### src/rtl/debug_tile_pattern_generator_assert.svh
// ----------------------------------------------------------------------------
// Debug tile pattern generator assertion macros
// Shared property forms for the checks at the end of the top level.
// ----------------------------------------------------------------------------
`ifndef DEBUG_TILE_PATTERN_GENERATOR_ASSERT_SVH
`define DEBUG_TILE_PATTERN_GENERATOR_ASSERT_SVH

// The consequent must hold in the same cycle as the antecedent.
`define DTPG_ASSERT_SAME(lbl, clk, rst, ante, cons, msg) \
  lbl: assert property (@(posedge clk) disable iff (rst) (ante) |-> (cons)) else $error(msg);

// The consequent must hold in the cycle after the antecedent.
`define DTPG_ASSERT_NEXT(lbl, clk, rst, ante, cons, msg) \
  lbl: assert property (@(posedge clk) disable iff (rst) (ante) |=> (cons)) else $error(msg);

`endif

### src/rtl/dtpg_pkg.sv
// ----------------------------------------------------------------------------
// Debug tile pattern generator package
// Types, constants and small functions shared by the generator modules.
// ----------------------------------------------------------------------------
`timescale 1ns / 1ps

package dtpg_pkg;

  localparam int PIX_W = 10;
  localparam int CFG_W = 31;
  localparam int ZOOM_W = 5;
  localparam int DIM_REG_W = 11;
  localparam int CH_W = 8;
  localparam int NUM_DIGITS = 10;
  localparam int BCD_W = 4 * NUM_DIGITS;
  localparam int CFG_IDX_W = 3;
  localparam int DEF_MAX_TILE_DIM = 1024;
  localparam int RESET_DIM = 256;

  localparam logic [31:0] HASH_ZOOM = 32'd2654435761;
  localparam logic [31:0] HASH_COLUMN = 32'h9e3779b9;
  localparam logic [31:0] HASH_ROW = 32'h517cc1b7;
  localparam logic [31:0] HASH_MIX = 32'h85ebca6b;

  localparam logic [CH_W-1:0] CHAN_LOW = 8'd64;
  localparam logic [CH_W-1:0] CHAN_HIGH = 8'd192;

  typedef enum logic [CFG_IDX_W-1:0] {
    REG_ZOOM   = 3'd0,
    REG_COLUMN = 3'd1,
    REG_ROW    = 3'd2,
    REG_WIDTH  = 3'd3,
    REG_HEIGHT = 3'd4
  } cfg_reg_t;

  typedef struct packed {
    logic [PIX_W-1:0] pixel_col;
    logic [PIX_W-1:0] pixel_line;
  } pixel_in_t;

  typedef struct packed {
    logic [CH_W-1:0] red;
    logic [CH_W-1:0] green;
    logic [CH_W-1:0] blue;
    logic [CH_W-1:0] alpha;
    logic            outside;
  } pixel_out_t;

  typedef struct packed {
    logic [CH_W-1:0]  base_r;
    logic [CH_W-1:0]  base_g;
    logic [CH_W-1:0]  base_b;
    logic [CH_W-1:0]  dark_r;
    logic [CH_W-1:0]  dark_g;
    logic [CH_W-1:0]  dark_b;
    logic [BCD_W-1:0] bcd_zoom;
    logic [BCD_W-1:0] bcd_col;
    logic [BCD_W-1:0] bcd_row;
    logic [3:0]       n_zoom;
    logic [3:0]       n_col;
    logic [3:0]       n_row;
  } setup_t;

  function automatic logic [CH_W-1:0] clamp_chan(input logic [CH_W-1:0] c);
    logic [CH_W-1:0] r;
    r = c;
    if (c < CHAN_LOW) begin
      r = CHAN_LOW;
    end else if (c > CHAN_HIGH) begin
      r = CHAN_HIGH;
    end
    return r;
  endfunction

  function automatic logic [CH_W-1:0] darken(input logic [CH_W-1:0] c);
    logic [CH_W+10:0] p;
    p = (CH_W+11)'(c) * (CH_W+11)'(615);
    return p[CH_W+10:11];
  endfunction

  function automatic logic [BCD_W-1:0] dabble_step(input logic [BCD_W-1:0] bcd,
                                                   input logic            bit_in);
    logic [BCD_W-1:0] adj;
    adj = bcd;
    for (int i = 0; i < NUM_DIGITS; i++) begin
      if (bcd[4*i +: 4] >= 4'd5) begin
        adj[4*i +: 4] = bcd[4*i +: 4] + 4'd3;
      end
    end
    return {adj[BCD_W-2:0], bit_in};
  endfunction

  function automatic logic [3:0] digit_count(input logic [BCD_W-1:0] bcd);
    logic [3:0] n;
    n = 4'd1;
    for (int i = 1; i < NUM_DIGITS; i++) begin
      if (bcd[4*i +: 4] != 4'd0) begin
        n = 4'(i + 1);
      end
    end
    return n;
  endfunction

  function automatic logic [3:0] bcd_digit(input logic [BCD_W-1:0] bcd,
                                           input logic [3:0]       idx);
    logic [3:0] d;
    d = 4'd0;
    for (int i = 0; i < NUM_DIGITS; i++) begin
      if (idx == 4'(i)) begin
        d = bcd[4*i +: 4];
      end
    end
    return d;
  endfunction

  // Rows of the 3x5 font, top row in the high bits.
  function automatic logic [2:0] font_row(input logic [3:0] d, input logic [2:0] row);
    logic [14:0] g;
    logic [2:0]  r;
    unique case (d)
      4'd0:    g = {3'd7, 3'd5, 3'd5, 3'd5, 3'd7};
      4'd1:    g = {3'd1, 3'd1, 3'd1, 3'd1, 3'd1};
      4'd2:    g = {3'd7, 3'd1, 3'd7, 3'd4, 3'd7};
      4'd3:    g = {3'd7, 3'd1, 3'd7, 3'd1, 3'd7};
      4'd4:    g = {3'd5, 3'd5, 3'd7, 3'd1, 3'd1};
      4'd5:    g = {3'd7, 3'd4, 3'd7, 3'd1, 3'd7};
      4'd6:    g = {3'd7, 3'd4, 3'd7, 3'd5, 3'd7};
      4'd7:    g = {3'd7, 3'd1, 3'd1, 3'd1, 3'd1};
      4'd8:    g = {3'd7, 3'd5, 3'd7, 3'd5, 3'd7};
      4'd9:    g = {3'd7, 3'd5, 3'd7, 3'd1, 3'd7};
      default: g = 15'd0;
    endcase
    unique case (row)
      3'd0:    r = g[14:12];
      3'd1:    r = g[11:9];
      3'd2:    r = g[8:6];
      3'd3:    r = g[5:3];
      3'd4:    r = g[2:0];
      default: r = 3'd0;
    endcase
    return r;
  endfunction

endpackage

### src/rtl/debug_tile_pattern_generator.sv
// ----------------------------------------------------------------------------
// Debug tile pattern generator
// Produces one test-pattern pixel of a map tile per item.
//
//   channel   direction  handshake            payload
//   in        input      in_valid / in_stall  pixel_in_t  (pixel_col, pixel_line)
//   out       output     out_valid/out_stall  pixel_out_t (red .. outside)
//   cfg       input      cfg_write            cfg_index, cfg_data
//
// One item is accepted per cycle unless the output stalls, setup runs or
// a register is written. After reset and after every register write the
// setup unit runs its one-bit-per-cycle decimal conversion, and no item
// is accepted meanwhile. A stalled output freezes the whole pipeline.
// ----------------------------------------------------------------------------
`timescale 1ns / 1ps

module debug_tile_pattern_generator
  import dtpg_pkg::*;
#(
  parameter int MaxTileDim = DEF_MAX_TILE_DIM
) (
  input  logic                 clk,
  input  logic                 rst,
  input  logic                 in_valid,
  output logic                 in_stall,
  input  pixel_in_t            in_item,
  output logic                 out_valid,
  input  logic                 out_stall,
  output pixel_out_t           out_item,
  input  logic                 cfg_write,
  input  logic [CFG_IDX_W-1:0] cfg_index,
  input  logic [CFG_W-1:0]     cfg_data
);

  `include "debug_tile_pattern_generator_assert.svh"

  localparam int DimW = $clog2(MaxTileDim + 1);
  localparam int GeoW = ((DimW > PIX_W) ? DimW : PIX_W) + 3;

  logic [ZOOM_W-1:0]    tile_zoom;
  logic [CFG_W-1:0]     tile_column;
  logic [CFG_W-1:0]     tile_row;
  logic [DIM_REG_W-1:0] tile_width;
  logic [DIM_REG_W-1:0] tile_height;
  logic                 restart;
  logic                 busy;
  logic                 advance;
  logic                 accept;
  setup_t               setup;

  logic signed [GeoW-1:0] wdim;
  logic signed [GeoW-1:0] hdim;
  logic signed [GeoW-1:0] wm1;
  logic signed [GeoW-1:0] hm1;
  logic signed [GeoW-1:0] xhi;
  logic signed [GeoW-1:0] ylo;
  logic signed [GeoW-1:0] yhi;
  logic signed [GeoW-1:0] x0;
  logic signed [GeoW-1:0] y0;

  assign advance = !(out_valid && out_stall);
  assign in_stall = !advance || busy || cfg_write;
  assign accept = in_valid && !in_stall;

  always_ff @(posedge clk) begin
    if (rst) begin
      tile_zoom <= '0;
      tile_column <= '0;
      tile_row <= '0;
      tile_width <= DIM_REG_W'(RESET_DIM);
      tile_height <= DIM_REG_W'(RESET_DIM);
      restart <= 1'b1;
    end else begin
      restart <= cfg_write;
      if (cfg_write) begin
        unique case (cfg_index)
          REG_ZOOM:   tile_zoom <= cfg_data[ZOOM_W-1:0];
          REG_COLUMN: tile_column <= cfg_data;
          REG_ROW:    tile_row <= cfg_data;
          REG_WIDTH:  tile_width <= cfg_data[DIM_REG_W-1:0];
          REG_HEIGHT: tile_height <= cfg_data[DIM_REG_W-1:0];
          default: begin
          end
        endcase
      end
    end
  end

  dtpg_setup #(
    .MaxTileDim(MaxTileDim),
    .GeoW(GeoW)
  ) u_setup (
    .clk(clk),
    .rst(rst),
    .restart(restart),
    .tile_zoom(tile_zoom),
    .tile_column(tile_column),
    .tile_row(tile_row),
    .tile_width(tile_width),
    .tile_height(tile_height),
    .busy(busy),
    .setup(setup),
    .wdim(wdim),
    .hdim(hdim),
    .wm1(wm1),
    .hm1(hm1),
    .xhi(xhi),
    .ylo(ylo),
    .yhi(yhi),
    .x0(x0),
    .y0(y0)
  );

  dtpg_pipe #(
    .GeoW(GeoW)
  ) u_pipe (
    .clk(clk),
    .rst(rst),
    .advance(advance),
    .accept(accept),
    .in_item(in_item),
    .setup(setup),
    .wdim(wdim),
    .hdim(hdim),
    .wm1(wm1),
    .hm1(hm1),
    .xhi(xhi),
    .ylo(ylo),
    .yhi(yhi),
    .x0(x0),
    .y0(y0),
    .out_valid(out_valid),
    .out_item(out_item)
  );

  `DTPG_ASSERT_SAME(a_no_accept_busy, clk, rst, accept, !busy, "item accepted during setup")
  `DTPG_ASSERT_SAME(a_alpha_opaque, clk, rst, out_valid, out_item.alpha == 8'd255, "alpha not opaque")
  `DTPG_ASSERT_SAME(a_outside_black, clk, rst, out_valid && out_item.outside, (out_item.red == 8'd0) && (out_item.green == 8'd0) && (out_item.blue == 8'd0), "outside pixel has color")
  `DTPG_ASSERT_NEXT(a_stall_keeps, clk, rst, out_valid && out_stall, out_valid && $stable(out_item), "stalled result lost")

endmodule

### src/rtl/dtpg_setup.sv
// ----------------------------------------------------------------------------
// Debug tile pattern generator setup unit
// Derives the tile colors, the decimal digits and the label geometry from the
// configuration registers.
// ----------------------------------------------------------------------------
`timescale 1ns / 1ps

module dtpg_setup
  import dtpg_pkg::*;
#(
  parameter int MaxTileDim = DEF_MAX_TILE_DIM,
  parameter int GeoW = 16
) (
  input  logic                   clk,
  input  logic                   rst,
  input  logic                   restart,
  input  logic [ZOOM_W-1:0]      tile_zoom,
  input  logic [CFG_W-1:0]       tile_column,
  input  logic [CFG_W-1:0]       tile_row,
  input  logic [DIM_REG_W-1:0]   tile_width,
  input  logic [DIM_REG_W-1:0]   tile_height,
  output logic                   busy,
  output setup_t                 setup,
  output logic signed [GeoW-1:0] wdim,
  output logic signed [GeoW-1:0] hdim,
  output logic signed [GeoW-1:0] wm1,
  output logic signed [GeoW-1:0] hm1,
  output logic signed [GeoW-1:0] xhi,
  output logic signed [GeoW-1:0] ylo,
  output logic signed [GeoW-1:0] yhi,
  output logic signed [GeoW-1:0] x0,
  output logic signed [GeoW-1:0] y0
);

  localparam logic signed [GeoW-1:0] MaxDim = GeoW'(MaxTileDim);
  localparam logic signed [GeoW-1:0] C1 = GeoW'(1);
  localparam logic signed [GeoW-1:0] C10 = GeoW'(10);
  localparam logic signed [GeoW-1:0] C16 = GeoW'(16);
  localparam logic signed [GeoW-1:0] C20 = GeoW'(20);
  localparam logic signed [GeoW-1:0] C60 = GeoW'(60);
  localparam logic [5:0] Steps = 6'(CFG_W);

  logic signed [GeoW-1:0] wg;
  logic signed [GeoW-1:0] hg;
  logic signed [GeoW-1:0] half;
  logic signed [GeoW-1:0] wd;

  logic [31:0] pz;
  logic [31:0] pc;
  logic [31:0] pr;
  logic [31:0] mixa;
  logic [31:0] mixa_next;
  logic [31:0] mixm;
  logic [31:0] hs;

  logic [5:0]       cnt;
  logic             running;
  logic [CFG_W-1:0] sz;
  logic [CFG_W-1:0] sc;
  logic [CFG_W-1:0] sr;

  logic [CH_W-1:0]  base_r;
  logic [CH_W-1:0]  base_g;
  logic [CH_W-1:0]  base_b;
  logic [CH_W-1:0]  dark_r;
  logic [CH_W-1:0]  dark_g;
  logic [CH_W-1:0]  dark_b;
  logic [BCD_W-1:0] bcd_zoom;
  logic [BCD_W-1:0] bcd_col;
  logic [BCD_W-1:0] bcd_row;
  logic [3:0]       n_zoom;
  logic [3:0]       n_col;
  logic [3:0]       n_row;

  always_comb begin
    wg = (32'(tile_width) > 32'(MaxTileDim)) ? MaxDim : $signed(GeoW'(tile_width));
    hg = (32'(tile_height) > 32'(MaxTileDim)) ? MaxDim : $signed(GeoW'(tile_height));
    half = hg >>> 1;
    wd = wg - C60;
    mixa_next = pz ^ pc ^ pr;
    hs = mixm ^ (mixm >> 13);
  end

  assign busy = restart | running;
  assign setup = {base_r, base_g, base_b, dark_r, dark_g, dark_b,
                  bcd_zoom, bcd_col, bcd_row, n_zoom, n_col, n_row};

  always_ff @(posedge clk) begin
    wdim <= wg;
    hdim <= hg;
    wm1 <= wg - C1;
    hm1 <= hg - C1;
    xhi <= wg - C20;
    ylo <= half - C16;
    yhi <= half + C16;
    y0 <= half - C10;
    if (wd < 0) begin
      x0 <= -((-wd) >>> 1);
    end else begin
      x0 <= wd >>> 1;
    end

    pz <= 32'(tile_zoom) * HASH_ZOOM;
    pc <= 32'(tile_column) * HASH_COLUMN;
    pr <= 32'(tile_row) * HASH_ROW;
    mixa <= mixa_next ^ (mixa_next >> 16);
    mixm <= mixa * HASH_MIX;
    base_r <= clamp_chan(hs[23:16]);
    base_g <= clamp_chan(hs[15:8]);
    base_b <= clamp_chan(hs[7:0]);
    dark_r <= darken(base_r);
    dark_g <= darken(base_g);
    dark_b <= darken(base_b);
  end

  always_ff @(posedge clk) begin
    if (rst) begin
      running <= 1'b0;
      cnt <= '0;
    end else if (restart) begin
      running <= 1'b1;
      cnt <= '0;
      sz <= CFG_W'(tile_zoom);
      sc <= tile_column;
      sr <= tile_row;
      bcd_zoom <= '0;
      bcd_col <= '0;
      bcd_row <= '0;
    end else if (running) begin
      if (cnt < Steps) begin
        bcd_zoom <= dabble_step(bcd_zoom, sz[CFG_W-1]);
        bcd_col <= dabble_step(bcd_col, sc[CFG_W-1]);
        bcd_row <= dabble_step(bcd_row, sr[CFG_W-1]);
        sz <= sz << 1;
        sc <= sc << 1;
        sr <= sr << 1;
        cnt <= cnt + 6'd1;
      end else begin
        n_zoom <= digit_count(bcd_zoom);
        n_col <= digit_count(bcd_col);
        n_row <= digit_count(bcd_row);
        running <= 1'b0;
      end
    end
  end

endmodule

### src/rtl/dtpg_pipe.sv
// ----------------------------------------------------------------------------
// Debug tile pattern generator pixel pipeline
// Four register stages: geometry tests, glyph cell split, glyph lookup and
// final color selection.
// ----------------------------------------------------------------------------
`timescale 1ns / 1ps

module dtpg_pipe
  import dtpg_pkg::*;
#(
  parameter int GeoW = 16
) (
  input  logic                   clk,
  input  logic                   rst,
  input  logic                   advance,
  input  logic                   accept,
  input  pixel_in_t              in_item,
  input  setup_t                 setup,
  input  logic signed [GeoW-1:0] wdim,
  input  logic signed [GeoW-1:0] hdim,
  input  logic signed [GeoW-1:0] wm1,
  input  logic signed [GeoW-1:0] hm1,
  input  logic signed [GeoW-1:0] xhi,
  input  logic signed [GeoW-1:0] ylo,
  input  logic signed [GeoW-1:0] yhi,
  input  logic signed [GeoW-1:0] x0,
  input  logic signed [GeoW-1:0] y0,
  output logic                   out_valid,
  output pixel_out_t             out_item
);

  localparam int PosW = GeoW - 1;
  localparam int ProdW = PosW + 13;
  localparam logic [12:0] Recip5 = 13'd6554;
  localparam logic signed [GeoW-1:0] C20 = GeoW'(20);
  localparam logic signed [GeoW-1:0] C40 = GeoW'(40);
  localparam logic signed [GeoW-1:0] C4 = GeoW'(4);

  logic signed [GeoW-1:0] xs;
  logic signed [GeoW-1:0] ys;

  logic                   v1;
  logic                   out1;
  logic                   band1;
  logic                   border1;
  logic                   chk1;
  logic signed [GeoW-1:0] dy1;
  logic signed [GeoW-1:0] off1 [3];

  logic [PosW-1:0]  off_u [3];
  logic [ProdW-1:0] prod [3];
  logic [PosW-1:0]  posv [3];
  logic [PosW-1:0]  dxv [3];

  logic            v2;
  logic            out2;
  logic            band2;
  logic            border2;
  logic            chk2;
  logic            dyok2;
  logic [2:0]      dy2;
  logic            ok2 [3];
  logic [PosW-1:0] pos2 [3];
  logic [1:0]      dx2 [3];

  logic [3:0]       ncount [3];
  logic [BCD_W-1:0] digits [3];
  logic [3:0]       idx [3];
  logic [2:0]       frow [3];
  logic             hit_next [3];

  logic v3;
  logic out3;
  logic band3;
  logic border3;
  logic chk3;
  logic hit3 [3];

  always_comb begin
    xs = $signed(GeoW'(in_item.pixel_col));
    ys = $signed(GeoW'(in_item.pixel_line));
    ncount[0] = setup.n_zoom;
    ncount[1] = setup.n_col;
    ncount[2] = setup.n_row;
    digits[0] = setup.bcd_zoom;
    digits[1] = setup.bcd_col;
    digits[2] = setup.bcd_row;
    for (int i = 0; i < 3; i++) begin
      off_u[i] = off1[i][PosW-1:0];
      prod[i] = ProdW'(off_u[i]) * ProdW'(Recip5);
      posv[i] = PosW'(prod[i] >> 15);
      dxv[i] = off_u[i] - PosW'(posv[i] * PosW'(5));
      idx[i] = ncount[i] - 4'd1 - pos2[i][3:0];
      frow[i] = font_row(bcd_digit(digits[i], idx[i]), dy2);
      hit_next[i] = ok2[i] && dyok2 && (pos2[i] < PosW'(ncount[i])) && frow[i][2'd2 - dx2[i]];
    end
  end

  always_ff @(posedge clk) begin
    if (rst) begin
      v1 <= 1'b0;
      v2 <= 1'b0;
      v3 <= 1'b0;
      out_valid <= 1'b0;
    end else if (advance) begin
      v1 <= accept;
      v2 <= v1;
      v3 <= v2;
      out_valid <= v3;
    end
  end

  always_ff @(posedge clk) begin
    if (advance) begin
      out1 <= (xs >= wdim) || (ys >= hdim);
      band1 <= (xs > C40) && (xs < xhi) && (ys > ylo) && (ys < yhi);
      border1 <= (xs == 0) || (xs == wm1) || (ys == 0) || (ys == hm1);
      chk1 <= in_item.pixel_col[5] ^ in_item.pixel_line[5];
      dy1 <= ys - y0;
      off1[0] <= xs - x0;
      off1[1] <= xs - x0 - C20;
      off1[2] <= xs - x0 - C40;

      out2 <= out1;
      band2 <= band1;
      border2 <= border1;
      chk2 <= chk1;
      dyok2 <= (dy1 >= 0) && (dy1 <= C4);
      dy2 <= dy1[2:0];
      for (int i = 0; i < 3; i++) begin
        ok2[i] <= !off1[i][GeoW-1] && (dxv[i] <= PosW'(2));
        pos2[i] <= posv[i];
        dx2[i] <= dxv[i][1:0];
      end

      out3 <= out2;
      band3 <= band2;
      border3 <= border2;
      chk3 <= chk2;
      for (int i = 0; i < 3; i++) begin
        hit3[i] <= hit_next[i];
      end

      out_item.alpha <= 8'd255;
      out_item.outside <= out3;
      if (out3) begin
        out_item.red <= 8'd0;
        out_item.green <= 8'd0;
        out_item.blue <= 8'd0;
      end else if (hit3[2]) begin
        out_item.red <= 8'd100;
        out_item.green <= 8'd200;
        out_item.blue <= 8'd255;
      end else if (hit3[1]) begin
        out_item.red <= 8'd255;
        out_item.green <= 8'd180;
        out_item.blue <= 8'd100;
      end else if (hit3[0]) begin
        out_item.red <= 8'd255;
        out_item.green <= 8'd255;
        out_item.blue <= 8'd100;
      end else if (border3) begin
        out_item.red <= 8'd255;
        out_item.green <= 8'd255;
        out_item.blue <= 8'd255;
      end else if (band3) begin
        out_item.red <= 8'd20;
        out_item.green <= 8'd20;
        out_item.blue <= 8'd20;
      end else if (!chk3) begin
        out_item.red <= setup.base_r;
        out_item.green <= setup.base_g;
        out_item.blue <= setup.base_b;
      end else begin
        out_item.red <= setup.dark_r;
        out_item.green <= setup.dark_g;
        out_item.blue <= setup.dark_b;
      end
    end
  end

endmodule
### config.mk
export PLATFORM = sky130hd
export DESIGN_NAME = debug_tile_pattern_generator
export DESIGN_NICKNAME = d
export VERILOG_FILES = /design/src/rtl/dtpg_pkg.sv /design/src/rtl/debug_tile_pattern_generator.sv /design/src/rtl/dtpg_setup.sv /design/src/rtl/dtpg_pipe.sv
export VERILOG_INCLUDE_DIRS = /design/src /design/src/rtl
export SDC_FILE = /design/constraint.sdc
export NUM_CORES = 2
export LEC_CHECK = 0
export BUFFER_PORTS_ARGS = -buffer_cell sky130_fd_sc_hd__buf_4
export CORE_ASPECT_RATIO = 1.5
export CORE_MARGIN = 2
export CORE_UTILIZATION = 60
export CTS_BUF_LIST = sky130_fd_sc_hd__clkbuf_8 sky130_fd_sc_hd__clkbuf_16
export CTS_CLUSTER_DIAMETER = 120
export DETAILED_ROUTE_END_ITERATION = 10
export PLACE_DENSITY = 0.81
export SLEW_MARGIN = 15
export SYNTH_ARGS = -nofsm -noshare
export SYNTH_HDL_FRONTEND = slang
export SYNTH_HIERARCHICAL = 1
export SYNTH_SLANG_ARGS = --single-unit
### constraint.sdc
create_clock -name clk -period 11.48 [get_ports clk]
set_input_delay 0.574 -clock clk [delete_from_list [all_inputs] [get_ports clk]]
set_output_delay 0.574 -clock clk [all_outputs]
set_load 0.01 [all_outputs]
==> flow_summary_export.csv <==
group,metric,value,unit
timing,finalSetupViolations,0,
clock_network,clock-sinks,761,
clock_network,root_buffer,"clkbuf_16",
synthesis,synth_edf_count,362,
drt,drtAntennaViolNets,0,
timing,hold_violations,0,
setup_path,r2r-start,"u_pipe/off1[0][29]",
synthesis,synth_seq_area_share,24.3,%
placed_design,hpwlAfterDp,152000,um
synthesis,netlist_area,0.0776,mm^2
global_route,grt_usage,28.2,%
timing,fin_ws,2.24,ns
die,die_y,445,um
finish,n_antenna_cell,0,
die,num_rows,161,
setup_path,reg2reg_slack,2.24,ns
die,dieWidth,298,um
placed_design,port_buffers,85,
timing,slew_violations,0,
timing,max_slew.worst_pin.slew,1.12,ns
finish,stdcell_count,9393,
clock_network,post_cts_buffers,0,
setup_path,slowest_stage,"edfxtp_1",
timing,max-slew-margin-rel,24.7,%
global_route,grt_pass1_wl,293000,um
synthesis,yosys.cell_types.count,97,
placed_design,place_congestion,0.989,
die,core,0.128,mm^2
clock_network,clock_latency,0.68,ns
clock_network,cts_tree,"yes",
global_route,overflow,0,
placed_design,dpl_worst_slack,2.42,ns
synthesis,synthArstFlopShare,0,%
setup_path,worstPathMaxFanout,17,
finish,nets,9752,
placed_design,placed_cells,9252,
timing,fin_tns_setup,0,ns
clock_network,cts_max_path_buffers,3,
setup_path,arrival,9.77,ns
drt,vias_per_cell,5.57,
drt,wl_per_cell,19.5,um
setup_path,r2r-end,"u_pipe/ok2[0][2]",
drt,wl,183000,um
worst_hold_path,whs_path_depth,2,
timing,rsz0062_at_grt,"false",
setup_path,endpoint_kind,"flop",
finish,drive_gt1_share,4.61,%
die,io_pins,94,
setup_path,startpoint_type,"flop",
clock_network,htreeDepth,3,
clock_network,holdBufCountCts,0,
drt,firstDrtPassIters,8,
setup_path,slowest_delay,0.79,ns
synthesis,syn_inst,7571,
global_route,grt_max_degree,158,
drt,post-route-drc-count,0,
global_route,antenna_found_initial,0,
synthesis,ys_ff_latch,761,
clock_network,numCtsBuffers,77,
synthesis,synth_area_per_cell,10.3,um^2
drt,vias,52300,
setup_path,cp-endpoint,"u_pipe/ok2[0][2]",
setup_path,reg2reg_depth,30,
timing,skew,0.0369,ns
synthesis,yosysWarnings,6,
status,status,"complete, no violations",
timing,timing.fmax,0.108,GHz
worst_hold_path,worstHoldPathType,"input pin to flop",
clock_network,cts-resized-gates,0,
finish,area_growth,6.09,%
die,start_util,60.5,%
clock_network,cts.reportedPaths.clkPinSlew,0.06,ns
global_route,first_global_vias,56700,
setup_path,critPathLaunch,"u_pipe/off1[0][29]",
drt,drt_iter0_drc,2777,
timing,min_period_over_period,80.5,%
setup_path,cp_data_required_time,12.00,ns
timing,finalCriticalPeriod,9.24,ns
flow_run,cap_violations,0,
synthesis,synth-main-ff-cell,"dfxtp_1",
finish,final_core_util,64.2,%
setup_path,crit_type,"flop to flop",
die,die_area,0.132,mm^2
[worst min path at each step]
stage | startpoint | to | slack (ns)
floorplan | u_pipe/band1 | u_pipe/band2 | 0.40
global placement | u_setup/mixm[23] | u_setup/base_r[7] | 0.42
finish | cfg_write | restart | 0.16
detailed placement | u_setup/mixm[23] | u_setup/base_r[7] | 0.43
CTS | cfg_write | restart | 0.12
global route | cfg_write | restart | 0.16
[flip-flops by register name (all words and copies together), names as in the netlist, 11 cells and up]
register / cells
u_pipe/dy1: 14
u_setup/hm1: 12
u_setup/bcd_col: 40
u_setup/sc: 31
u_setup/sr: 31
u_setup/pr: 32
u_setup/bcd_row: 40
u_setup/x0: 14
u_setup/pz: 32
u_setup/pc: 32
tile_height: 11
u_setup/wm1: 12
u_setup/xhi: 12
tile_column: 31
u_setup/sz: 31
tile_row: 31
u_pipe/off1: 37
u_setup/mixm: 32
u_setup/bcd_zoom: 40
u_setup/mixa: 32
u_pipe/pos2: 33
tile_width: 11
u_setup/y0: 11
u_pipe/out_item: 25
[kinds of logic after synthesis]
logic type                 after synthesis  synth area share, %
buffers and inverters                 1804                 8.99
other                                    2              0.00967
xor gates and xnor gates               534                 6.10
DFF                                    761                 24.3
AOI/OAI and AO/OA                      854                 7.03
and+or+nand+nor                       1301                 8.39
muxes                                  242                 3.61
adders and majority gates             2073                 41.6
[layout make-up]
type / count / area, um^2
Fill cell: 9954 / 45900
Timing Repair Buffer: 99 / 756
Clock buffer: 85 / 2060
Clock inverter: 56 / 432
Multi-Input combinational cell: 5025 / 51900
Inverter: 1656 / 6220
Tap cell: 1711 / 2140
Sequential cell: 761 / 18900
[per-stage QoR]
stage | hold WS (ns) | instance area [um^2]
6_report | 0.160 | 82400
4_1_cts | 0.117 | 82400
5_1_grt | 0.159 | 82400
3_3_place_gp | 0.423 | 79900
3_5_place_dp | 0.425 | 79900
2_1_floorplan | 0.400 | 77700
[critical path, delay by kind of cell (launching register included)]
family                     cells  cell delay, ns
adders and majority gates      9            3.97
AOI/OAI and AO/OA             11            2.90
and+or+nand+nor                4            1.04
DFF                            1            0.79
buffers and inverters          5            0.28
xor gates and xnor gates       1            0.14
[per-layer routing]
metal | part of all wire [%] | vias up | global-route usage, %
met3 | 3.5 | 563 | 2.99
met5 | 0 | - | 0
li1 | - | 24700 | -
met2 | 52 | 1333 | 52.1
met1 | 37 | 25700 | 30.2
met4 | 7.6 | 0 | 18.8
[Yosys cell counts, types with 12 or more instances]
master | number | area, um^2
nor2b_1 | 65 | 407
mux2i_1 | 148 | 1480
o2111ai_1 | 12 | 105
o21ai_0 | 164 | 821
edfxtp_1 | 362 | 10900
o31ai_1 | 15 | 113
a21boi_0 | 17 | 128
clkbuf_1 | 81 | 304
o21bai_1 | 24 | 180
or2_2 | 21 | 131
nand2_1 | 237 | 890
xnor2_1 | 390 | 3420
a31oi_1 | 22 | 138
nor4_1 | 29 | 181
a211oi_1 | 38 | 285
and3_1 | 22 | 138
mux2_2 | 73 | 822
a21oi_1 | 287 | 1440
nor3_1 | 114 | 571
fa_1 | 846 | 16900
dfxtp_1 | 399 | 7990
ha_1 | 1227 | 15400
nand3_1 | 78 | 390
nand2b_1 | 185 | 1160
and2_1 | 34 | 213
nor3b_1 | 18 | 135
or3_1 | 18 | 113
xor2_1 | 140 | 1230
a21o_1 | 60 | 450
o211ai_1 | 20 | 150
nor2_1 | 384 | 1440
buf_2 | 12 | 60.1
inv_1 | 1656 | 6220
nand4_1 | 39 | 244
o21a_1 | 65 | 488
buf_4 | 48 | 360
[placed cells by master, fill, tap and decap left out, types with 22 or more instances in the layout]
cell / n
nor2_1: 383
o21bai_1: 24
nand2b_1: 185
dfxtp_1: 398
and2_1: 34
mux2i_1: 148
o21a_1: 65
nor2b_1: 65
nand4_1: 39
fa_1: 846
a21oi_1: 287
clkbuf_16: 79
mux2_2: 73
nor3_1: 114
buf_4: 98
edfxtp_1: 362
xnor2_1: 390
inv_1: 1675
a31oi_1: 22
and3_1: 22
nor4_1: 28
a21o_1: 60
nand3_1: 78
nand2_1: 236
xor2_1: 140
ha_1: 1227
o21ai_0: 164
a211oi_1: 38
Power is not shown: default switching activity piles up to over one toggle a cycle in this logic, so the estimate is an artifact.
